--- src/hdl/tml_pkg.sv ---
`timescale 1ns / 1ps
// ----------------------------------------------------------------------------
// tml_pkg
// Shared types, constants and the format-to-tile decoder for the mip level
// layout block.
// ----------------------------------------------------------------------------
package tml_pkg;

  // Defaults for the top-level parameters
  localparam int MAX_SIDE_DEF  = 1024;
  localparam int MAX_LEVEL_DEF = 10;

  // Field widths
  localparam int SIDE_W  = 11;
  localparam int FMT_W   = 6;
  localparam int LOD_W   = 8;
  localparam int LVL_W   = 4;
  localparam int BYTES_W = 23;
  localparam int COLS_W  = 9;   // up to 1024/4 = 256 tiles along a side
  localparam int PROD_W  = 2 * COLS_W;

  localparam int IN_DATA_W  = 48;
  localparam int OUT_DATA_W = 96;

  // Texel format codes
  localparam logic [FMT_W-1:0] FMT_I4    = 6'd0;
  localparam logic [FMT_W-1:0] FMT_I8    = 6'd1;
  localparam logic [FMT_W-1:0] FMT_IA4   = 6'd2;
  localparam logic [FMT_W-1:0] FMT_IA8   = 6'd3;
  localparam logic [FMT_W-1:0] FMT_565   = 6'd4;
  localparam logic [FMT_W-1:0] FMT_5A3   = 6'd5;
  localparam logic [FMT_W-1:0] FMT_RGBA8 = 6'd6;
  localparam logic [FMT_W-1:0] FMT_C4    = 6'd8;
  localparam logic [FMT_W-1:0] FMT_C8    = 6'd9;
  localparam logic [FMT_W-1:0] FMT_C14X2 = 6'd10;
  localparam logic [FMT_W-1:0] FMT_CMPR  = 6'd14;
  localparam logic [FMT_W-1:0] FMT_Z8    = 6'd17;
  localparam logic [FMT_W-1:0] FMT_Z16   = 6'd19;
  localparam logic [FMT_W-1:0] FMT_Z24X8 = 6'd22;

  // Tile shape: wide = 8 texels across (else 4), tall = 8 rows (else 4),
  // big = 64 bytes per tile (else 32)
  typedef struct packed {
    logic known;
    logic wide;
    logic tall;
    logic big;
  } tml_shape_t;

  // One input transaction
  typedef struct packed {
    logic [LVL_W-1:0]  level_index;
    logic [LOD_W-1:0]  max_lod;
    logic              mip_enable;
    logic [FMT_W-1:0]  format_code;
    logic [SIDE_W-1:0] tex_height;
    logic [SIDE_W-1:0] tex_width;
  } tml_item_t;

  // One result transaction
  typedef struct packed {
    logic               valid_res;
    logic [LVL_W-1:0]   level_count;
    logic [BYTES_W-1:0] level_offset;
    logic [BYTES_W-1:0] level_bytes;
    logic [SIDE_W-1:0]  level_width;
    logic [SIDE_W-1:0]  level_height;
    logic [BYTES_W-1:0] total_bytes;
  } tml_result_t;

  // Sequencer states
  typedef enum logic [1:0] {
    ST_IDLE,
    ST_MUL,
    ST_ACC,
    ST_DONE
  } tml_state_t;

  // Format code to tile shape
  function automatic tml_shape_t tile_shape(input logic [FMT_W-1:0] fmt);
    tml_shape_t s;
    s = '0;
    unique case (fmt) inside
      FMT_I4, FMT_C4, FMT_CMPR: begin
        s = '{known: 1'b1, wide: 1'b1, tall: 1'b1, big: 1'b0};
      end
      FMT_I8, FMT_IA4, FMT_C8, FMT_Z8: begin
        s = '{known: 1'b1, wide: 1'b1, tall: 1'b0, big: 1'b0};
      end
      FMT_IA8, FMT_565, FMT_5A3, FMT_C14X2, FMT_Z16: begin
        s = '{known: 1'b1, wide: 1'b0, tall: 1'b0, big: 1'b0};
      end
      FMT_RGBA8, FMT_Z24X8: begin
        s = '{known: 1'b1, wide: 1'b0, tall: 1'b0, big: 1'b1};
      end
      default: begin
        s = '0;
      end
    endcase
    return s;
  endfunction

endpackage

--- src/hdl/tml_level_unit.sv ---
`timescale 1ns / 1ps
// ----------------------------------------------------------------------------
// tml_level_unit
// Shared size unit: tiles across times tiles down, registered, then scaled
// by the tile size in bytes.
// ----------------------------------------------------------------------------
module tml_level_unit (
  input  logic                         clk,
  input  logic                         mul_en,
  input  logic [tml_pkg::SIDE_W-1:0]   cur_w,
  input  logic [tml_pkg::SIDE_W-1:0]   cur_h,
  input  tml_pkg::tml_shape_t          shape,
  output logic [tml_pkg::BYTES_W-1:0]  level_bytes
);
  import tml_pkg::*;

  logic [COLS_W-1:0] cols;
  logic [COLS_W-1:0] rows;
  logic [PROD_W-1:0] prod_r;
  logic              big_r;

  // Round each side up to whole tiles
  always_comb begin
    if (shape.wide) begin
      cols = COLS_W'((cur_w + SIDE_W'(7)) >> 3);
    end else begin
      cols = COLS_W'((cur_w + SIDE_W'(3)) >> 2);
    end
    if (shape.tall) begin
      rows = COLS_W'((cur_h + SIDE_W'(7)) >> 3);
    end else begin
      rows = COLS_W'((cur_h + SIDE_W'(3)) >> 2);
    end
  end

  // Tile count, registered
  always_ff @(posedge clk) begin
    if (mul_en) begin
      prod_r <= cols * rows;
      big_r  <= shape.big;
    end
  end

  // 32 or 64 bytes per tile
  assign level_bytes = big_r ? (BYTES_W'(prod_r) << 6) : (BYTES_W'(prod_r) << 5);

endmodule

--- src/hdl/tml_ctrl.sv ---
`timescale 1ns / 1ps
// ----------------------------------------------------------------------------
// tml_ctrl
// Level sequencer: checks the descriptor, walks the mip chain one level per
// pass through the size unit, and collects the requested level.
// ----------------------------------------------------------------------------
module tml_ctrl #(
  parameter int MAX_SIDE  = tml_pkg::MAX_SIDE_DEF,
  parameter int MAX_LEVEL = tml_pkg::MAX_LEVEL_DEF
) (
  input  logic                         clk,
  input  logic                         rst_n,
  input  logic                         in_valid,
  input  tml_pkg::tml_item_t           in_item,
  output logic                         in_ready,
  input  logic                         out_free,
  output logic                         res_load,
  output tml_pkg::tml_result_t         res,
  output logic                         mul_en,
  output logic [tml_pkg::SIDE_W-1:0]   cur_w,
  output logic [tml_pkg::SIDE_W-1:0]   cur_h,
  output tml_pkg::tml_shape_t          shape,
  input  logic [tml_pkg::BYTES_W-1:0]  level_bytes
);
  import tml_pkg::*;

  localparam logic [SIDE_W-1:0] SIDE_LIMIT  = SIDE_W'(MAX_SIDE);
  localparam logic [LVL_W-1:0]  LEVEL_LIMIT = LVL_W'(MAX_LEVEL);

  tml_state_t         state_r, state_nxt;
  logic [SIDE_W-1:0]  w_r, w_nxt;
  logic [SIDE_W-1:0]  h_r, h_nxt;
  tml_shape_t         shape_r, shape_nxt;
  logic [LVL_W-1:0]   lvl_r, lvl_nxt;
  logic [LVL_W-1:0]   req_r, req_nxt;
  logic [LVL_W-1:0]   idx_r, idx_nxt;
  logic [BYTES_W-1:0] off_r, off_nxt;
  tml_result_t        res_r, res_nxt;

  tml_shape_t         in_shape;
  logic               in_ok;
  logic [LVL_W-1:0]   in_req;
  logic [BYTES_W-1:0] off_sum;
  logic               last_level;

  // Descriptor check and requested depth
  always_comb begin
    in_shape = tile_shape(in_item.format_code);
    in_ok    = in_shape.known
               && (in_item.tex_width != '0) && (in_item.tex_height != '0)
               && (in_item.tex_width <= SIDE_LIMIT)
               && (in_item.tex_height <= SIDE_LIMIT);
    if (!in_item.mip_enable) begin
      in_req = '0;
    end else if (in_item.max_lod[LOD_W-1:4] > LEVEL_LIMIT) begin
      in_req = LEVEL_LIMIT;
    end else begin
      in_req = in_item.max_lod[LOD_W-1:4];
    end
  end

  // Chain ends at the requested depth or once both sides reach 1
  assign off_sum    = off_r + level_bytes;
  assign last_level = (idx_r == req_r) || ((w_r == SIDE_W'(1)) && (h_r == SIDE_W'(1)));

  // Next state
  always_comb begin
    state_nxt = state_r;
    unique case (state_r)
      ST_IDLE: begin
        if (in_valid) begin
          state_nxt = in_ok ? ST_MUL : ST_DONE;
        end
      end
      ST_MUL: begin
        state_nxt = ST_ACC;
      end
      ST_ACC: begin
        state_nxt = last_level ? ST_DONE : ST_MUL;
      end
      ST_DONE: begin
        if (out_free) begin
          state_nxt = ST_IDLE;
        end
      end
      default: begin
        state_nxt = ST_IDLE;
      end
    endcase
  end

  // Control outputs
  always_comb begin
    in_ready = (state_r == ST_IDLE);
    mul_en   = (state_r == ST_MUL);
    res_load = (state_r == ST_DONE) && out_free;
  end

  // Datapath
  always_comb begin
    w_nxt     = w_r;
    h_nxt     = h_r;
    shape_nxt = shape_r;
    lvl_nxt   = lvl_r;
    req_nxt   = req_r;
    idx_nxt   = idx_r;
    off_nxt   = off_r;
    res_nxt   = res_r;
    if ((state_r == ST_IDLE) && in_valid) begin
      w_nxt     = in_item.tex_width;
      h_nxt     = in_item.tex_height;
      shape_nxt = in_shape;
      lvl_nxt   = in_item.level_index;
      req_nxt   = in_req;
      idx_nxt   = '0;
      off_nxt   = '0;
      res_nxt   = '0;
    end else if (state_r == ST_ACC) begin
      if (idx_r == lvl_r) begin
        res_nxt.valid_res    = 1'b1;
        res_nxt.level_offset = off_r;
        res_nxt.level_bytes  = level_bytes;
        res_nxt.level_width  = w_r;
        res_nxt.level_height = h_r;
      end
      off_nxt = off_sum;
      if (last_level) begin
        res_nxt.level_count = idx_r + LVL_W'(1);
        res_nxt.total_bytes = off_sum;
      end else begin
        idx_nxt = idx_r + LVL_W'(1);
        w_nxt   = (w_r > SIDE_W'(1)) ? (w_r >> 1) : SIDE_W'(1);
        h_nxt   = (h_r > SIDE_W'(1)) ? (h_r >> 1) : SIDE_W'(1);
      end
    end
  end

  always_ff @(posedge clk) begin
    if (!rst_n) begin
      state_r <= ST_IDLE;
    end else begin
      state_r <= state_nxt;
    end
  end

  always_ff @(posedge clk) begin
    w_r     <= w_nxt;
    h_r     <= h_nxt;
    shape_r <= shape_nxt;
    lvl_r   <= lvl_nxt;
    req_r   <= req_nxt;
    idx_r   <= idx_nxt;
    off_r   <= off_nxt;
    res_r   <= res_nxt;
  end

  assign res   = res_r;
  assign cur_w = w_r;
  assign cur_h = h_r;
  assign shape = shape_r;

endmodule

--- src/hdl/texture_mip_level_layout_top.sv ---
`timescale 1ns / 1ps
// ----------------------------------------------------------------------------
// texture_mip_level_layout_top
// Mip level layout of a tiled texture: level count, offset, size and sides
// of a requested level, and the total size of the resident chain.
// ----------------------------------------------------------------------------
// One descriptor is taken at a time. A rejected descriptor (unknown format,
// zero side or side above MAX_SIDE) goes straight to the done state and
// reaches the result register from there, and the block turns ready again
// as it loads that result. A valid one passes through the multiply and
// accumulate states once per level, then through the done state into the
// result register. The single tile-count multiplier sets the pace: each level
// passes through it once (multiply, then scale and accumulate). The result
// sits in an output register, so the next descriptor is taken while the
// previous result waits; while that register is still full, a finished
// result holds in the sequencer until the register frees.
module texture_mip_level_layout_top #(
  parameter int MAX_SIDE  = tml_pkg::MAX_SIDE_DEF,
  parameter int MAX_LEVEL = tml_pkg::MAX_LEVEL_DEF
) (
  input  logic        clk,
  input  logic        rst_n,
  // tex_width[10:0], tex_height[21:11], format_code[27:22], mip_enable[28],
  // max_lod[36:29], level_index[40:37], zero fill [47:41]
  input  logic [47:0] in_tdata,
  input  logic        in_tvalid,
  output logic        in_tready,
  // level_count[3:0], level_offset[26:4], level_bytes[49:27],
  // level_width[60:50], level_height[71:61], total_bytes[94:72], zero [95]
  output logic [95:0] out_tdata,
  // valid_res[0]
  output logic        out_tuser,
  output logic        out_tvalid,
  input  logic        out_tready
);
  import tml_pkg::*;

  tml_item_t          in_item;
  tml_result_t        res;
  tml_result_t        out_res_r;
  logic               out_valid_r;
  logic               out_free;
  logic               res_load;
  logic               mul_en;
  logic [SIDE_W-1:0]  cur_w;
  logic [SIDE_W-1:0]  cur_h;
  tml_shape_t         shape;
  logic [BYTES_W-1:0] level_bytes;

  assign in_item  = tml_item_t'(in_tdata[$bits(tml_item_t)-1:0]);
  assign out_free = !out_valid_r || out_tready;

  tml_ctrl #(
    .MAX_SIDE  (MAX_SIDE),
    .MAX_LEVEL (MAX_LEVEL)
  ) u_ctrl (
    .clk         (clk),
    .rst_n       (rst_n),
    .in_valid    (in_tvalid),
    .in_item     (in_item),
    .in_ready    (in_tready),
    .out_free    (out_free),
    .res_load    (res_load),
    .res         (res),
    .mul_en      (mul_en),
    .cur_w       (cur_w),
    .cur_h       (cur_h),
    .shape       (shape),
    .level_bytes (level_bytes)
  );

  tml_level_unit u_level_unit (
    .clk         (clk),
    .mul_en      (mul_en),
    .cur_w       (cur_w),
    .cur_h       (cur_h),
    .shape       (shape),
    .level_bytes (level_bytes)
  );

  // Output register
  always_ff @(posedge clk) begin
    if (!rst_n) begin
      out_valid_r <= 1'b0;
    end else if (res_load) begin
      out_valid_r <= 1'b1;
    end else if (out_tready) begin
      out_valid_r <= 1'b0;
    end
  end

  always_ff @(posedge clk) begin
    if (res_load) begin
      out_res_r <= res;
    end
  end

  assign out_tvalid = out_valid_r;
  assign out_tuser  = out_res_r.valid_res;
  assign out_tdata  = {1'b0, out_res_r.total_bytes, out_res_r.level_height,
                       out_res_r.level_width, out_res_r.level_bytes,
                       out_res_r.level_offset, out_res_r.level_count};

  // Not ready in the cycle after each accepted descriptor
  a_busy_after_accept: assert property (@(posedge clk) disable iff (!rst_n)
    (in_tvalid && in_tready) |=> !in_tready)
    else $error("block ready straight after a descriptor transaction");

  // Level fields are zero when the level is not resident
  a_invalid_zero: assert property (@(posedge clk) disable iff (!rst_n)
    (out_tvalid && !out_tuser) |-> (out_tdata[71:4] == '0))
    else $error("non-zero level fields on an invalid level");

  // A resident level has a non-empty size and non-zero sides
  a_valid_nonzero: assert property (@(posedge clk) disable iff (!rst_n)
    (out_tvalid && out_tuser) |->
      ((out_tdata[3:0] != '0) && (out_tdata[49:27] != '0) &&
       (out_tdata[60:50] != '0) && (out_tdata[71:61] != '0)))
    else $error("resident level with zero size or side");

  // A rejected descriptor has no total size
  a_empty_total: assert property (@(posedge clk) disable iff (!rst_n)
    (out_tvalid && (out_tdata[3:0] == '0)) |-> (out_tdata[94:72] == '0))
    else $error("non-zero total for an empty chain");

endmodule
--- config.mk ---
export PLATFORM = sky130hd
export DESIGN_NAME = texture_mip_level_layout_top
export DESIGN_NICKNAME = d
export VERILOG_FILES = /design/src/hdl/tml_pkg.sv /design/src/hdl/tml_level_unit.sv /design/src/hdl/tml_ctrl.sv /design/src/hdl/texture_mip_level_layout_top.sv
export SDC_FILE = /design/constraint.sdc
export NUM_CORES = 1
export LEC_CHECK = 0
export BUFFER_PORTS_ARGS = -buffer_cell sky130_fd_sc_hd__buf_2
export CAP_MARGIN = 0
export CORE_MARGIN = 4
export CORE_UTILIZATION = 55
export CTS_BUF_LIST = sky130_fd_sc_hd__clkbuf_16
export CTS_CLUSTER_DIAMETER = 150
export DETAILED_ROUTE_END_ITERATION = 16
export HOLD_SLACK_MARGIN = 0.05
export PLACE_DENSITY = 0.76
export SLEW_MARGIN = 15
export SYNTH_ARGS = -nofsm -noshare
export SYNTH_HDL_FRONTEND = slang
export SYNTH_SLANG_ARGS = --single-unit
--- constraint.sdc ---
create_clock -name clk -period 12.3 [get_ports clk]
set_input_delay 1.845 -clock clk [delete_from_list [all_inputs] [get_ports clk]]
set_output_delay 1.845 -clock clk [all_outputs]
set_load 0.02 [all_outputs]
==> impl_metrics.yaml <==
run_status:
  status: "complete, no violations"
clock_tree:
  cts.htree.levels: 1
  clk_latency_ps: 540
  cts_resized: 0
  cts_buffers: 25
  post_cts_buffers: 0
  cts_tree: "done"
  root_buffer: "clkbuf_16"
  clk_path_buf_depth: 3
  ctsHoldBuffers: 0
  cts_sinks: 239
  clk_pin_slew_ps: 60
pwr:
  p_leak_uw: 0.00598
  max-vdd-ir-drop_v: 0.000293
  power_density_nw_per_um2: 278
timing:
  timing.final.crit_share_pct: 55.9
  slew_headroom_pct: 25.7
  hold_viol_final: 0
  setup_viol: 0
  fin_crit_ps: 6880
  drv_slew: 0
  fmax_mhz: 145
  final.setup.tns_ps: 0
  max_slew.worst_pin.slew_ps: 1110
  clock_skew_ps: 24.0
  rsz0062_at_grt: "false"
  whs_ps: 417
yosys:
  synth-seq-cells: 239
  synth.top_cells.by_area: "edfxtp_1 (30%), dfxtp_1 (16%), fa_1 (7.8%)"
  postSynthAreaPerCell_um2: 9.56
  ys_warn_count: 0
  yosys-top-cells-count: "nand2_1 (261), edfxtp_1 (133), a21oi_1 (113)"
  netlist_area_um2: 13100
  synth-main-ff-cell: "edfxtp_1"
  ys_types: 78
  yosysMostFrequentCell: "nand2_1"
  ys_seq_area_share_pct: 46.6
  synth_cells: 1371
  async_reset_ff_share_pct: 0
  synth_edf_count: 133
  synth_top_area_share_pct: 30.5
  synth_top_cell_by_area: "edfxtp_1"
grt:
  antenna_found_initial: 0
  grt_pass1_vias: 9348
  grt_max_degree: 78
  grt.overflow.total: 0
  grt_pass1_wl_um: 46300
  grt.total_usage_pct: 21.3
placed_design:
  portBuffers: 123
  gp_congestion: 0.891
  dp_cells: 1751
  dpl_cell_area_um2: 13900
  dp_hpwl_um: 20800
critical_path:
  path_cells: "inv_1 > nor2_1 > a22oi_1 > nor2_1 > nor3_1 > nand2_1 > fa_1 > inv_1 > fa_1 > inv_1 > fa_1 > fa_1 > inv_1 > ha_1 > o21a_1 > a21oi_1 > a211oi_1 > o31ai_1 > or4b_1 > o311ai_0"
  arrival_ps: 7190
  worstPathMaxFanout: 27
  crit_family: "adder cells"
  path_class: "register to register"
  crit_required_ps: 12620
  r2r_setup_slack_ps: 5420
  startpoint_type: "register"
  crit_slowest_cell: "nor3_1"
  critPathBufInv: 4
  end_kind: "register"
  slowest_delay_ps: 840
die:
  dieHeight_um: 162
  core_um2: 23500
  num_rows: 56
  die_width_um: 162
  io_pins: 151
  die_area_um2: 26400
  initial_core_util_pct: 55.9
run:
  cap_violations: 0
routing:
  viasPerCell: 5.61
  post-route-drc-count: 0
  ant_nets: 0
  dr.pass1.iters: 6
  totalWireLength_um: 28600
  vias: 10079
  drt_iter0_markers: 767
  routedWlPerCell_um: 15.9
finish:
  fill_cells: 1923
  fin_cells: 1798
  area_growth_pct: 11.4
  nets: 1619
  antennaDiodeCount: 0
  drive_gt1_share_pct: 13.9
  stdcell_area_um2: 14600
  final_core_utilization_pct: 62.2
min_path:
  min_path_type: "register to register"
[logic make-up after synthesis]
group	count (synthesis)	share of synthesized area, %
AND/OR/NAND/NOR	515	17.5
AO/OA/AOI/OAI	271	12.8
flip-flops	239	46.6
buffers and inverters	185	6.03
adder cells (fa/ha/maj)	107	13.1
XOR/XNOR	29	1.94
multiplexers	24	1.99
other	1	0.0286
[path summary, 6_finish.rpt]
| path | from | to | cells past startpoint |
|---|---|---|---|
| min reg2reg | u_ctrl.res[51] | out_tdata[33] | 0 |
| max reg2reg | u_ctrl.shape[1] | u_level_unit.prod_r[15] | 20 |
| max | u_ctrl.shape[1] | u_level_unit.prod_r[15] | 20 |
| min | u_ctrl.res[51] | out_tdata[33] | 0 |
[metal layers]
| layer | up-vias | GRT usage, % | wire [µm] | part of all wire, % |
|---|---|---|---|---|
| met3 | 69 | 2.99 | 2080 | 7.3 |
| li1 | 4882 | - | - | - |
| met2 | 349 | 34.3 | 13100 | 46 |
| met5 | - | 0 | 0 | 0 |
| met1 | 4779 | 29.8 | 12400 | 43 |
| met4 | 0 | 7.27 | 1010 | 3.5 |
[metrics by stage]
step | total power (µW) | setup slack (ps)
floorplan | 2910 | 6350
global placement | 3280 | 5670
CTS | 4070 | 5520
detailed placement | 3360 | 5570
global route | 4480 | 4980
finish | 4060 | 5420
[layout make-up]
| cell class | instances | area (µm²) | share of cell area (%) |
|---|---|---|---|
| Sequential cell | 239 | 6120 | 41.9 |
| Clock inverter | 21 | 124 | 0.848 |
| Timing Repair Buffer | 134 | 696 | 4.76 |
| Inverter | 98 | 369 | 2.53 |
| Tap cell | 319 | 399 | 2.73 |
| Multi-Input combinational cell | 962 | 6280 | 43.0 |
| Clock buffer | 25 | 626 | 4.28 |
[flip-flops by register name (all words and copies together), names as in the netlist]
signal and flops:
u_ctrl.res 81, u_ctrl.cur_w 11, u_ctrl.req_r 4, u_level_unit.big_r 1, u_ctrl.lvl_r 4, u_level_unit.prod_r 18, u_ctrl.cur_h 11, u_ctrl.shape 3
u_ctrl.idx_r 4, u_ctrl.off_r 18, out_tdata 80, out_tvalid 1, out_tuser 1, u_ctrl.state_r 2
[layout by cell type (no fill, tap or decap), types with 6 or more instances in the layout]
cell | Yosys | final
nand2_1 | 261 | 261
edfxtp_1 | 133 | 133
buf_2 | 17 | 124
a21oi_1 | 113 | 113
dfxtp_1 | 106 | 106
inv_1 | 97 | 101
nor2_1 | 99 | 98
ha_1 | 56 | 56
fa_1 | 51 | 51
o21ai_0 | 47 | 47
nor3_1 | 32 | 32
clkbuf_16 | 0 | 25
xnor2_1 | 24 | 24
nand3_1 | 23 | 22
mux2_2 | 17 | 17
conb_1 | 1 | 16
nor2b_1 | 14 | 14
nand2b_1 | 14 | 14
a211oi_1 | 12 | 12
o21a_1 | 12 | 12
nor4_1 | 10 | 10
and3_1 | 11 | 10
buf_4 | 18 | 10
nand4_1 | 9 | 9
a31oi_1 | 9 | 9
or3_1 | 8 | 8
a21o_1 | 8 | 8
mux2i_1 | 7 | 7
o22ai_1 | 8 | 7
or2_2 | 7 | 7
clkinv_1 | 0 | 7
and2_1 | 6 | 6
a21boi_0 | 6 | 6
[power breakdown]
group	internal, µW	switching, µW	total, µW
registers	1060	114	1170
clock network	374	310	684
logic	912	1290	2200
Note: power is estimated with default switching activity, not from simulation.
